$ cat config.mk
export PLATFORM = sky130hd
export DESIGN_NAME = clock_source_lock_quality_tracker_top
export DESIGN_NICKNAME = d
export VERILOG_FILES = /design/src/hw/rtl/cslqt_pkg.sv /design/src/hw/rtl/cslqt_ext_grade.sv /design/src/hw/rtl/cslqt_core.sv /design/src/hw/rtl/clock_source_lock_quality_tracker_top.sv
export VERILOG_INCLUDE_DIRS = /design/src /design/src/hw/rtl
export SDC_FILE = /design/constraint.sdc
export NUM_CORES = 1
export LEC_CHECK = 0
export ABC_AREA = 1
export BUFFER_PORTS_ARGS = -buffer_cell sky130_fd_sc_hd__buf_4
export CORE_MARGIN = 2
export CORE_UTILIZATION = 60
export DETAILED_ROUTE_END_ITERATION = 8
export PLACE_DENSITY = 0.79
export REMOVE_ABC_BUFFERS = 1
export SLEW_MARGIN = 20
export SYNTH_ARGS = -nofsm -noshare
export SYNTH_HDL_FRONTEND = slang
export SYNTH_HIERARCHICAL = 1
export SYNTH_SLANG_ARGS = --single-unit
$ cat constraint.sdc
create_clock -name clock -period 6 [get_ports clock]
set_clock_uncertainty 0.15 [all_clocks]
set_input_delay 0.3 -clock clock [delete_from_list [all_inputs] [get_ports clock]]
set_output_delay 0.3 -clock clock [all_outputs]
set_load 0.05 [all_outputs]
$ cat src/hw/rtl/clock_source_lock_quality_tracker_top_macros.svh
// ----------------------------------------------------------------------------
// Clock source lock quality tracker assertion macros
// Concurrent assertion shorthands used by the tracker core.
// ----------------------------------------------------------------------------
`ifndef CLOCK_SOURCE_LOCK_QUALITY_TRACKER_TOP_MACROS_SVH
`define CLOCK_SOURCE_LOCK_QUALITY_TRACKER_TOP_MACROS_SVH

`ifndef ASSERT_OFF
// same-cycle implication
`define CSLQT_ASSERT_IMPLY(label, clk, rst, cond, expr) \
   label: assert property (@(posedge clk) disable iff (rst) (cond) |-> (expr)) \
      else $error("assertion failed");
// next-cycle implication
`define CSLQT_ASSERT_NEXT(label, clk, rst, cond, expr) \
   label: assert property (@(posedge clk) disable iff (rst) (cond) |=> (expr)) \
      else $error("assertion failed");
`else
`define CSLQT_ASSERT_IMPLY(label, clk, rst, cond, expr)
`define CSLQT_ASSERT_NEXT(label, clk, rst, cond, expr)
`endif

`endif

$ cat src/hw/rtl/cslqt_pkg.sv
// ----------------------------------------------------------------------------
// Clock source lock quality tracker package
// Widths, codes and shared types of the tracker.
// ----------------------------------------------------------------------------
`timescale 1ns / 1ps
`default_nettype none

package cslqt_pkg;

   localparam int TIME_BITS     = 32;
   localparam int REVISION_BITS = 16;
   localparam int COUNT_BITS    = 8;

   localparam int NOW_W       = 32;
   localparam int REVISION_W  = 16;
   localparam int THRESH_W    = 8;
   localparam int TIMEOUT_W   = 16;
   localparam int CSR_DATA_W  = 16;
   localparam int CSR_INDEX_W = 2;
   localparam int CMP_W       = (COUNT_BITS > THRESH_W) ? COUNT_BITS : THRESH_W;

   localparam logic [THRESH_W-1:0]  LOCK_BEATS_RESET     = THRESH_W'(4);
   localparam logic [THRESH_W-1:0]  LOCK_PULSES_RESET    = THRESH_W'(2);
   localparam logic [TIMEOUT_W-1:0] FREEWHEEL_TIME_RESET = TIMEOUT_W'(2000);

   typedef enum logic [1:0] {
      GRADE_LOST      = 2'd0,
      GRADE_DEGRADED  = 2'd1,
      GRADE_FREEWHEEL = 2'd2,
      GRADE_LOCKED    = 2'd3
   } grade_type;

   typedef enum logic [1:0] {
      MODE_TICK    = 2'd0,
      MODE_BEAT    = 2'd1,
      MODE_PULSE   = 2'd2,
      MODE_REFRESH = 2'd3
   } mode_type;

   typedef enum logic [1:0] {
      SRC_INTERNAL = 2'd0,
      SRC_MIDI     = 2'd1,
      SRC_ANALOG   = 2'd2
   } source_type;

   typedef enum logic [CSR_INDEX_W-1:0] {
      CSR_LOCK_BEATS   = 2'd0,
      CSR_LOCK_PULSES  = 2'd1,
      CSR_FREEWHEEL_MS = 2'd2
   } csr_index_type;

   typedef struct packed {
      logic [THRESH_W-1:0]  lock_beats;
      logic [THRESH_W-1:0]  analog_lock_pulses;
      logic [TIMEOUT_W-1:0] freewheel_timeout_ms;
   } cfg_type;

   typedef struct packed {
      mode_type       mode;
      logic [NOW_W-1:0] now_ms;
      logic [1:0]     clock_source;
      logic           midi_clock_active;
      logic           tempo_locked;
      logic           analog_clock_active;
      logic           transport_advancing;
      logic           transport_running;
      logic           tempo_nonzero;
   } req_item_type;

   typedef struct packed {
      logic [1:0]            active_source;
      grade_type             internal_grade;
      grade_type             midi_grade;
      grade_type             analog_grade;
      logic [REVISION_W-1:0] revision;
      logic                  revised;
   } rsp_item_type;

   typedef struct packed {
      logic [1:0] source;
      grade_type  internal_grade;
      grade_type  midi_grade;
      grade_type  analog_grade;
   } grades_type;

   typedef struct packed {
      logic                  seen;
      logic [COUNT_BITS-1:0] count;
      logic [TIME_BITS-1:0]  last;
   } ext_track_type;

   function automatic logic [COUNT_BITS-1:0] sat_inc(input logic [COUNT_BITS-1:0] c);
      sat_inc = (c == {COUNT_BITS{1'b1}}) ? c : c + 1'b1;
   endfunction

endpackage

`default_nettype wire

$ cat src/hw/rtl/cslqt_ext_grade.sv
// ----------------------------------------------------------------------------
// External source grader
// Grades one external clock source and works out its tracking state.
// ----------------------------------------------------------------------------
`timescale 1ns / 1ps
`default_nettype none

module cslqt_ext_grade (
   input  wire logic                           selected,
   input  wire logic                           active,
   input  wire logic                           hint,
   input  wire logic                           advancing,
   input  wire logic [cslqt_pkg::TIME_BITS-1:0] now,
   input  wire logic [cslqt_pkg::THRESH_W-1:0]  threshold,
   input  wire logic [cslqt_pkg::TIMEOUT_W-1:0] timeout,
   input  wire cslqt_pkg::ext_track_type       track_pre,
   output cslqt_pkg::grade_type                grade,
   output cslqt_pkg::ext_track_type            track_post
);
   import cslqt_pkg::*;

   logic [TIME_BITS-1:0] elapsed;
   logic                 timed_out;
   logic                 count_met;

   assign elapsed   = now - track_pre.last;
   assign timed_out = (track_pre.last != '0) && (elapsed > TIME_BITS'(timeout));
   assign count_met = CMP_W'(track_pre.count) >= CMP_W'(threshold);

   always_comb begin
      track_post = track_pre;
      if (selected && active) begin
         track_post.seen = 1'b1;
         grade = (hint || count_met) ? GRADE_LOCKED : GRADE_DEGRADED;
      end else if (selected && track_pre.seen && advancing && !timed_out) begin
         grade = GRADE_FREEWHEEL;
      end else begin
         track_post.seen  = 1'b0;
         track_post.count = '0;
         grade = GRADE_LOST;
      end
   end

endmodule

`default_nettype wire

$ cat src/hw/rtl/cslqt_core.sv
// ----------------------------------------------------------------------------
// Tracker core
// Holds the tracking state and regrades all sources for one item.
// ----------------------------------------------------------------------------
`timescale 1ns / 1ps
`default_nettype none
`include "clock_source_lock_quality_tracker_top_macros.svh"

module cslqt_core (
   input  wire logic               clock,
   input  wire logic               reset,
   input  wire logic               fire,
   input  wire cslqt_pkg::req_item_type item,
   input  wire cslqt_pkg::cfg_type      cfg,
   output cslqt_pkg::rsp_item_type result
);
   import cslqt_pkg::*;

   ext_track_type             midi_ff, midi_in, midi_pre;
   ext_track_type             analog_ff, analog_in, analog_pre;
   grades_type                held_ff, held_in;
   logic [REVISION_BITS-1:0]  revision_ff, revision_in;
   logic [TIME_BITS-1:0]      now_t;
   grade_type                 midi_grade, analog_grade;
   logic                      bump;

   assign now_t = TIME_BITS'(item.now_ms);

   // apply beat or pulse to the tracking state before regrading
   always_comb begin
      midi_pre   = midi_ff;
      analog_pre = analog_ff;
      if (item.mode == MODE_BEAT && item.clock_source == SRC_MIDI &&
          item.midi_clock_active) begin
         midi_pre.count = sat_inc(midi_ff.count);
         midi_pre.last  = now_t;
      end
      if (item.mode == MODE_PULSE) begin
         analog_pre.last = now_t;
         if (item.analog_clock_active) begin
            analog_pre.count = sat_inc(analog_ff.count);
         end
      end
   end

   cslqt_ext_grade u_midi_grade (
      .selected  (item.clock_source == SRC_MIDI),
      .active    (item.midi_clock_active),
      .hint      (item.tempo_locked),
      .advancing (item.transport_advancing),
      .now       (now_t),
      .threshold (cfg.lock_beats),
      .timeout   (cfg.freewheel_timeout_ms),
      .track_pre (midi_pre),
      .grade     (midi_grade),
      .track_post(midi_in)
   );

   cslqt_ext_grade u_analog_grade (
      .selected  (item.clock_source == SRC_ANALOG),
      .active    (item.analog_clock_active),
      .hint      (1'b0),
      .advancing (item.transport_advancing),
      .now       (now_t),
      .threshold (cfg.analog_lock_pulses),
      .timeout   (cfg.freewheel_timeout_ms),
      .track_pre (analog_pre),
      .grade     (analog_grade),
      .track_post(analog_in)
   );

   always_comb begin
      held_in.source = (item.clock_source == SRC_MIDI || item.clock_source == SRC_ANALOG) ?
                       item.clock_source : SRC_INTERNAL;
      if (item.clock_source != SRC_INTERNAL) begin
         held_in.internal_grade = GRADE_LOST;
      end else if (item.transport_running) begin
         held_in.internal_grade = GRADE_LOCKED;
      end else if (item.tempo_nonzero) begin
         held_in.internal_grade = GRADE_DEGRADED;
      end else begin
         held_in.internal_grade = GRADE_LOST;
      end
      held_in.midi_grade   = midi_grade;
      held_in.analog_grade = analog_grade;
   end

   assign bump        = (item.mode != MODE_TICK) || (held_in != held_ff);
   assign revision_in = bump ? revision_ff + 1'b1 : revision_ff;

   always_ff @(posedge clock) begin
      if (reset) begin
         midi_ff     <= '0;
         analog_ff   <= '0;
         held_ff     <= '{source: SRC_INTERNAL, internal_grade: GRADE_LOST,
                          midi_grade: GRADE_LOST, analog_grade: GRADE_LOST};
         revision_ff <= '0;
      end else if (fire) begin
         midi_ff     <= midi_in;
         analog_ff   <= analog_in;
         held_ff     <= held_in;
         revision_ff <= revision_in;
      end
   end

   assign result.active_source  = held_in.source;
   assign result.internal_grade = held_in.internal_grade;
   assign result.midi_grade     = held_in.midi_grade;
   assign result.analog_grade   = held_in.analog_grade;
   assign result.revision       = REVISION_W'(revision_in);
   assign result.revised        = bump;

   `CSLQT_ASSERT_NEXT(a_rev_hold, clock, reset, !fire, $stable(revision_ff))
   `CSLQT_ASSERT_NEXT(a_rev_event, clock, reset, fire && item.mode != MODE_TICK,
                      revision_ff == REVISION_BITS'($past(revision_ff) + 1'b1))
   `CSLQT_ASSERT_IMPLY(a_midi_count_seen, clock, reset, midi_ff.count != '0, midi_ff.seen)
   `CSLQT_ASSERT_IMPLY(a_analog_count_seen, clock, reset, analog_ff.count != '0, analog_ff.seen)
   `CSLQT_ASSERT_IMPLY(a_freewheel_seen, clock, reset, held_ff.midi_grade == GRADE_FREEWHEEL, midi_ff.seen)

endmodule

`default_nettype wire

$ cat src/hw/rtl/clock_source_lock_quality_tracker_top.sv
// ----------------------------------------------------------------------------
// Clock source lock quality tracker
// Grades internal, MIDI and analog clock sources from status events.
// ----------------------------------------------------------------------------
// Usage:
//   req_* carries one event (monitor tick, beat, analog pulse or refresh)
//   with its timestamp and status flags; rsp_* returns one snapshot per event:
//   active source, three grades, the revision counter and a revised flag.
//   A transfer takes place on a clock edge with valid high and stall low.
//   Path: a request transfers into the input register; once the output is
//   free, the core result moves into the result register, rsp_valid rises
//   and the snapshot can transfer.
//   Throughput: one event per cycle while the output does not stall; the
//   regrade and counter update are combinational between the input and the result register.
//   Stall: while rsp_stall holds a result, the input register may still fill;
//   req_stall rises only when both registers are full and the output stalls.
//   Reset: synchronous; grades go to lost, source internal, counts, times and
//   revision clear, and the csr_* registers return to 4, 2 and 2000 ms.
//   Write csr_* only while no event is in flight.
// ----------------------------------------------------------------------------
`timescale 1ns / 1ps
`default_nettype none

module clock_source_lock_quality_tracker_top (
   input  wire logic                             clock,
   input  wire logic                             reset,
   input  wire logic                             req_valid,
   output logic                                  req_stall,
   input  wire logic [1:0]                       req_mode,
   input  wire logic [cslqt_pkg::NOW_W-1:0]      req_now_ms,
   input  wire logic [1:0]                       req_clock_source,
   input  wire logic                             req_midi_clock_active,
   input  wire logic                             req_tempo_locked,
   input  wire logic                             req_analog_clock_active,
   input  wire logic                             req_transport_advancing,
   input  wire logic                             req_transport_running,
   input  wire logic                             req_tempo_nonzero,
   output logic                                  rsp_valid,
   input  wire logic                             rsp_stall,
   output logic [1:0]                            rsp_active_source,
   output logic [1:0]                            rsp_internal_grade,
   output logic [1:0]                            rsp_midi_grade,
   output logic [1:0]                            rsp_analog_grade,
   output logic [cslqt_pkg::REVISION_W-1:0]      rsp_revision,
   output logic                                  rsp_revised,
   input  wire logic                             csr_write,
   input  wire logic [cslqt_pkg::CSR_INDEX_W-1:0] csr_index,
   input  wire logic [cslqt_pkg::CSR_DATA_W-1:0]  csr_wdata
);
   import cslqt_pkg::*;

   logic         s1_valid_ff, s1_valid_in;
   req_item_type s1_item_ff, s1_item_in;
   logic         rsp_valid_ff, rsp_valid_in;
   rsp_item_type rsp_item_ff, rsp_item_in;
   cfg_type      cfg_ff, cfg_in;
   rsp_item_type core_result;
   logic         fire;

   assign req_stall = s1_valid_ff && rsp_valid_ff && rsp_stall;
   assign fire      = s1_valid_ff && !(rsp_valid_ff && rsp_stall);

   always_comb begin
      s1_valid_in = s1_valid_ff;
      s1_item_in  = s1_item_ff;
      if (!req_stall) begin
         s1_valid_in = req_valid;
         s1_item_in  = '{mode:                mode_type'(req_mode),
                         now_ms:              req_now_ms,
                         clock_source:        req_clock_source,
                         midi_clock_active:   req_midi_clock_active,
                         tempo_locked:        req_tempo_locked,
                         analog_clock_active: req_analog_clock_active,
                         transport_advancing: req_transport_advancing,
                         transport_running:   req_transport_running,
                         tempo_nonzero:       req_tempo_nonzero};
      end
   end

   always_comb begin
      rsp_valid_in = rsp_valid_ff;
      rsp_item_in  = rsp_item_ff;
      if (fire) begin
         rsp_valid_in = 1'b1;
         rsp_item_in  = core_result;
      end else if (!rsp_stall) begin
         rsp_valid_in = 1'b0;
      end
   end

   always_comb begin
      cfg_in = cfg_ff;
      if (csr_write) begin
         unique case (csr_index)
            CSR_LOCK_BEATS:   cfg_in.lock_beats           = THRESH_W'(csr_wdata);
            CSR_LOCK_PULSES:  cfg_in.analog_lock_pulses   = THRESH_W'(csr_wdata);
            CSR_FREEWHEEL_MS: cfg_in.freewheel_timeout_ms = TIMEOUT_W'(csr_wdata);
            default:          cfg_in = cfg_ff;
         endcase
      end
   end

   always_ff @(posedge clock) begin
      if (reset) begin
         s1_valid_ff  <= 1'b0;
         rsp_valid_ff <= 1'b0;
         cfg_ff       <= '{lock_beats:           LOCK_BEATS_RESET,
                           analog_lock_pulses:   LOCK_PULSES_RESET,
                           freewheel_timeout_ms: FREEWHEEL_TIME_RESET};
      end else begin
         s1_valid_ff  <= s1_valid_in;
         rsp_valid_ff <= rsp_valid_in;
         cfg_ff       <= cfg_in;
      end
   end

   always_ff @(posedge clock) begin
      s1_item_ff  <= s1_item_in;
      rsp_item_ff <= rsp_item_in;
   end

   cslqt_core u_core (
      .clock (clock),
      .reset (reset),
      .fire  (fire),
      .item  (s1_item_ff),
      .cfg   (cfg_ff),
      .result(core_result)
   );

   assign rsp_valid          = rsp_valid_ff;
   assign rsp_active_source  = rsp_item_ff.active_source;
   assign rsp_internal_grade = rsp_item_ff.internal_grade;
   assign rsp_midi_grade     = rsp_item_ff.midi_grade;
   assign rsp_analog_grade   = rsp_item_ff.analog_grade;
   assign rsp_revision       = rsp_item_ff.revision;
   assign rsp_revised        = rsp_item_ff.revised;

endmodule

`default_nettype wire
**Word-level counts from Yosys, hierarchy flattened**

Cells that the tools add are included.

- Flip-flop bits (word level): 207
- Bits of input ports: 65
- Output and inout bits: 27
- Logic and storage cells: 108

- Add/sub/neg operators: 5
- $lt $le $gt $ge: 4
- Eq/ne operators: 12
- Mux-type cells: 24
- Reduce and logical (&&, ||, !) cells: 32

Operators by type and width:

| cell | number |
|---|---|
| $mux 40 | 2 |
| $gt 32x16->1 | 2 |
| $reduce_bool 32->1 | 2 |
| $sub 32x32->32 | 2 |
| $mux 8 | 5 |
| $mux 2 | 9 |
| $mux 9 | 2 |
| $add 16x1->16 const B | 1 |
| $add 8x1->8 const B | 2 |
| $eq 8x8->1 const B | 2 |
| $ge 8x8->1 | 2 |
| $logic_and 1x1->1 | 16 |
| $mux 16 | 1 |
| $reduce_and 2->1 | 5 |
| $ne 8x8->1 | 1 |
| $eq 2x1->1 const B | 3 |
| $eq 2x2->1 const B | 3 |
| $mux 1 | 5 |
| $ne 2x2->1 const B | 2 |
| $reduce_bool 2->1 | 2 |
| $logic_not 1->1 | 3 |
| $logic_or 1x1->1 | 3 |
| $logic_not 2->1 | 1 |
| $ne 2x1->1 const B | 1 |

**Depth between registers and ports, before layout**

- Word-level depth: 14
- Depth in mapped cells: 44
- Gate-level depth less buffers: 42

**By module**

The synthesis kept the hierarchy.

By module, submodules not included:

| module | instances | cells an instance | area each (µm²) | seq. area each (µm²) |
|---|---|---|---|---|
| cslqt_core | 1 | 893 | 5694.2 | 2122.0 |
| cslqt_ext_grade (u_core.u_midi_grade) | 1 | 740 | 3748.6 | 0.0 |
| cslqt_ext_grade (u_core.u_analog_grade) | 1 | 741 | 3729.8 | 0.0 |
| clock_source_lock_quality_tracker_top | 1 | 272 | 3412.0 | 2692.6 |

**Least setup slack after synthesis**

No wires, ideal clock.

- Path type: reg-to-reg
- Start point: register s1_item_ff[7] (netlist bit)
- End point: register rsp_item_ff, in the netlist rsp_revised (data pin)
- Setup time: 0.251 ns
- Data arrival time: 4.633 ns
- Data required time: 5.599 ns
- Path slack: 0.965 ns
- Cell stages (with the launch flop): 40
- Path buffers: 3
- Clock period less this slack: 5.035 ns
- Cells stage by stage: edfxtp_1 nor2_4 inv_2 nor2_2 clkbuf_1 nor2_1 a21oi_1 inv_1 ha_1 nand2_2 inv_1 nand2_1 nand2_1 a21oi_1 nand2_1 xor2_1 ha_1 nand2_1 [4 not listed] nand2_1 nand3_1 nor2_1 nand2_1 nor2_1 nand2_1 nand2_2 nand2_4 o21ai_2 inv_1 nand2_1 nand2_1 nor2_1 nand2_2 nor2_8 nand3_4 buf_6 buf_4

RTL lines:

| what | RTL line | text |
|---|---|---|
| start: declaration | clock_source_lock_quality_tracker_top.sv:53 | `req_item_type s1_item_ff, s1_item_in;` |
| start signal: assignment | clock_source_lock_quality_tracker_top.sv:118 | `s1_item_ff <= s1_item_in;` |
| end signal: assignment | clock_source_lock_quality_tracker_top.sv:119 | `rsp_item_ff <= rsp_item_in;` |
| end: declaration | clock_source_lock_quality_tracker_top.sv:55 | `rsp_item_type rsp_item_ff, rsp_item_in;` |

==> results <==
- The area of the core is 27000 um^2.
- The via count of the first global-routing pass is 15400.
- The final hold violation count came to 0.
- The worst register-to-register path has a setup slack of 200 ps.
- The number of clock sinks is 207.
- Prior to clock tree synthesis, the placed netlist has a worst setup slack of roughly 140 ps.
- Broken down by cell family, the worst path's largest delay share belongs to simple AND/OR/NAND/NOR gates.
- The global routing usage summed across all routing layers is 0.345.
- The final wirelength is 52200 um.
- On the worst path, the slowest cell contributes a delay of 470 ps.
- The share of post-route cells with drive strength above 1 is 0.113.
- Dividing total power by cell area gives a power density of around 250 nW/um^2.
- The worst hold path terminates at u_core/revision_ff[15]$_SDFFE_PP0P_.
- After synthesis, the share of flip-flops with an asynchronous set or reset is 0.
- The total half-perimeter wirelength after legalization and detailed placement is 37300 um.
- The maximum vdd ir drop is about 0.28 mV.
- Data arrives at the worst endpoint at 5950 ps.
- The sequential area share after synthesis is 0.290.
- The count of flip-flops with a built-in enable after synthesis is 67.
- Timing would allow up to 0.172 GHz.
- The origin of the worst min-delay path is reset.
- The startpoint-to-endpoint class of the critical path is register to register.
- Counting I/O delays and the setup requirement, the final critical path takes roughly 5800 ps.
- Summing every instance area after synthesis gives ~17000 um^2.
- Counting flops and latches in the post-synthesis netlist gives 207.
- The total overflow left after global routing is 0.
- The I/O pin total is 92.
- In the final routed layout, each cell accounts on average for 16.8 um.
- On the critical path, the stage with the largest delay is an instance of edfxtp_1.
- The synthesized design spends more area on one cell type than any other, namely dfxtp_1.
- The endpoint of the worst-slack reg-to-reg timing path is rsp_revision[3]$_DFFE_PP_.
- The final sum of negative setup slack is 0 ps.
- The path type of the worst min-delay path is input port to register.
- The number of buffers and inverters on the critical path is 5.
- For this run, the post-layout net count is 2921.
- The number of port buffers is 91.
- Entering global routing, the biggest net connects 88 pins.
- The commonest cells after synthesis are nand2_1 (679), inv_1 (514), nor2_1 (398).
- For this design the static power due to leakage is 10.2 nW.
- Dividing the detail-routed via count by the number of cells gives around 5.4.
- The most numerous cell type found on the critical path is nand2_1.
- The post-synthesis cell type count is 46.
- The run finished with clean final reports.
- The final number of max-transition violations was 0.
- The initial antenna violation count was 1.
- The worst hold path cell count is 4.
- The die outline area is 29000 um^2.
- The final cycle utilization of the critical path is 0.967.
- Setup violations remaining at the end of the flow were counted as 0.
- The die outline height is between 150 and 200 um.
- For this block, the via count after detailed routing is 16800.
- The depth of the most critical reg-to-reg path is 37.
- The worst flop-to-flop path startpoint is s1_item_ff[7]$_DFFE_PN_.
- The clock tree from TritonCTS is done.
- The register cell area after layout is 4810 um^2.
- For this configuration, the core starts out at a cell density of 0.614.
- The number of search-and-repair iterations in the first detailed-routing pass is 8.
- The Yosys step of the flow raised 6 warnings.
- The tool flagged a number of max-cap violations equal to 0.
- The chip width is 170 um.
- In the post-synthesis netlist, the cell with the most instances is nand2_1.
- The most common flop cell mapped by yosys is dfxtp_1.
- The least setup slack across all paths after layout is 197 ps.
- The worst setup path is launched from a register.
- At the end of routability-driven placement, the weighted congestion stood at 0.999.
- By area the synthesized netlist is led by dfxtp_1 (17%), nand2_1 (15%), edfxtp_1 (12%), inv_1 (12%), nor2_1 (9.0%).
- The top cell type's share of synthesized area is 0.169.
- In this run the tightest slew margin relative to its limit is 0.265.
- The final cell area excluding filler cells is 19100 um^2.
- The endpoint type of the worst setup path is a register.
- Counting along the longest clock path gives a buffer depth of 3.
- The total CTS buffers is 24.
- After detailed routing, the number of remaining DRC violations is 0.
- At the pin with the least slew margin, the transition time is about 1100 ps.
- The area of the multi-input gates is 9370 um^2.
- The placed standard-cell area is 17200 um^2.
- The gate count after technology mapping is between 2000 and 3000.
- The cell chosen for the clock root is clkbuf_16.
- The layout has 2347 filler cells.
- The area growth from synthesis to layout is 15.2%.
- The clock latency of the later-clocked register in the worst-skew pair is 550 ps.
- For this block, the initial DRC count from the detailed router was 1615.
- The count of nets left with antenna violations once routing finished came out at 0.
- The clock-pin slew of the registers on the worst-case setup and hold paths is 60 ps.
- In this run the number of H-tree levels came out at 1.
- The average cell area after synthesis is 6.27 um^2.
- The first-pass GRT wire length is ~79000 um.
- Across all hold checks on the routed design, the worst slack comes to 42.0 ps.
- The highest net fanout along the worst path is 11.
- For the worst setup path, the data required time is 6150 ps.
- The initialized floorplan defines 60 standard-cell rows.
power breakdown:
part | internal (mW) | switching [mW] | leakage [nW]
clock network | 0.908 | 0.637 | 0.404
registers | 1.54 | 0.0767 | 1.84
logic | 0.557 | 1.02 | 7.96
per-stage QoR:
step / power [mW] / instances / util
detailed placement: 3.07 / 2975 / 0.635
CTS: 4.65 / 3084 / 0.689
global route: 4.98 / 3100 / 0.707
finish: 4.74 / 3101 / 0.707
floorplan: 2.65 / 2520 / -
global placement: 3.05 / 2975 / 0.635
area by class of cell:
cell class / instances / share of cell area
tap: 341 / 0.0223
multi-input combinational: 1793 / 0.491
inverter: 522 / 0.103
antenna: 1 / 0.000131
timing repair buffer: 193 / 0.0894
clock inverter: 12 / 0.00845
clock buffer: 32 / 0.0346
sequential: 207 / 0.252
registers in the layout (all words and copies together), names as in the netlist:
name,count
s1_item_ff,42
u_core/analog_ff,41
u_core/midi_ff,41
cfg_ff,32
rsp_revision,16
u_core/revision_ff,16
u_core/held_ff,8
rsp_active_source,2
rsp_analog_grade,2
rsp_internal_grade,2
rsp_midi_grade,2
rsp_revised,1
rsp_valid,1
s1_valid_ff,1
placed cells by master (no fill, tap or decap), types with 12 or more instances in the layout:
master         synthesis  routed
nand4_1               46      46
nor2_2                13      17
dlygate4sd3_1          0      65
a21oi_1              162     140
nor2_1               398     390
clkbuf_16              0      26
nand3_1              111     109
nand2_1              679     669
o21ai_0              107     107
a21oi_2                2      23
edfxtp_1              67      67
nor3_1                13      12
nand2_2               37      46
inv_1                514     509
xor2_1                42      40
ha_1                 113     103
buf_4                 69     120
dfxtp_1              140     140
per-layer routing:
layer / vias up / GRT usage / wire, um / share of wire
met1: 7688 / 0.438 / 21500 / 0.41
met2: 763 / 0.599 / 24900 / 0.48
met5: - / 0 / 0 / 0
met3: 100 / 0.0521 / 4070 / 0.078
li1: 8286 / - / - / -
met4: 0 / 0.115 / 1750 / 0.034
tightest hold or removal path: stages:
cell	delay (ps)
buf_4	250
a21oi_1	70
nand2_1	60
inv_1	30
logic make-up after synthesis:
group                    share of synthesized area
AND/OR/NAND/NOR                              0.343
multiplexers                              0.000604
adder cells (fa/ha/maj)                     0.0877
flip-flops                                   0.290
AO/OA/AOI/OAI                               0.0874
XOR/XNOR                                    0.0270
other                                     0.000226
buffers and inverters                        0.164
worst max-delay path by stage:
stage | startpoint | endpoint | slack [ps] | cells past startpoint
6_report | s1_item_ff[7]$_DFFE_PN_ | rsp_revision[3]$_DFFE_PP_ | 200 | 37
3_3_place_gp | s1_item_ff[7]$_DFFE_PN_ | rsp_revision[11]$_DFFE_PP_ | 330 | 37
5_1_grt | s1_item_ff[7]$_DFFE_PN_ | rsp_revision[3]$_DFFE_PP_ | -80 | 41
2_1_floorplan | rsp_valid$_SDFFE_PP0P_ | u_core/analog_ff[37]$_SDFFE_PP0P_ | -2350 | 6
4_1_cts | s1_item_ff[41]$_DFFE_PN_ | rsp_revision[14]$_DFFE_PP_ | 120 | 37
3_5_place_dp | s1_item_ff[41]$_DFFE_PN_ | rsp_revision[13]$_DFFE_PP_ | 140 | 37
repair_timing:
item	CTS	global route
gates resized for setup	0	69
hold buffers	65	0
buffers inserted	0	11
endpoints found under the hold margin	76	0
setup endpoints to repair	0	33
Power figures use the tool's default switching activity.
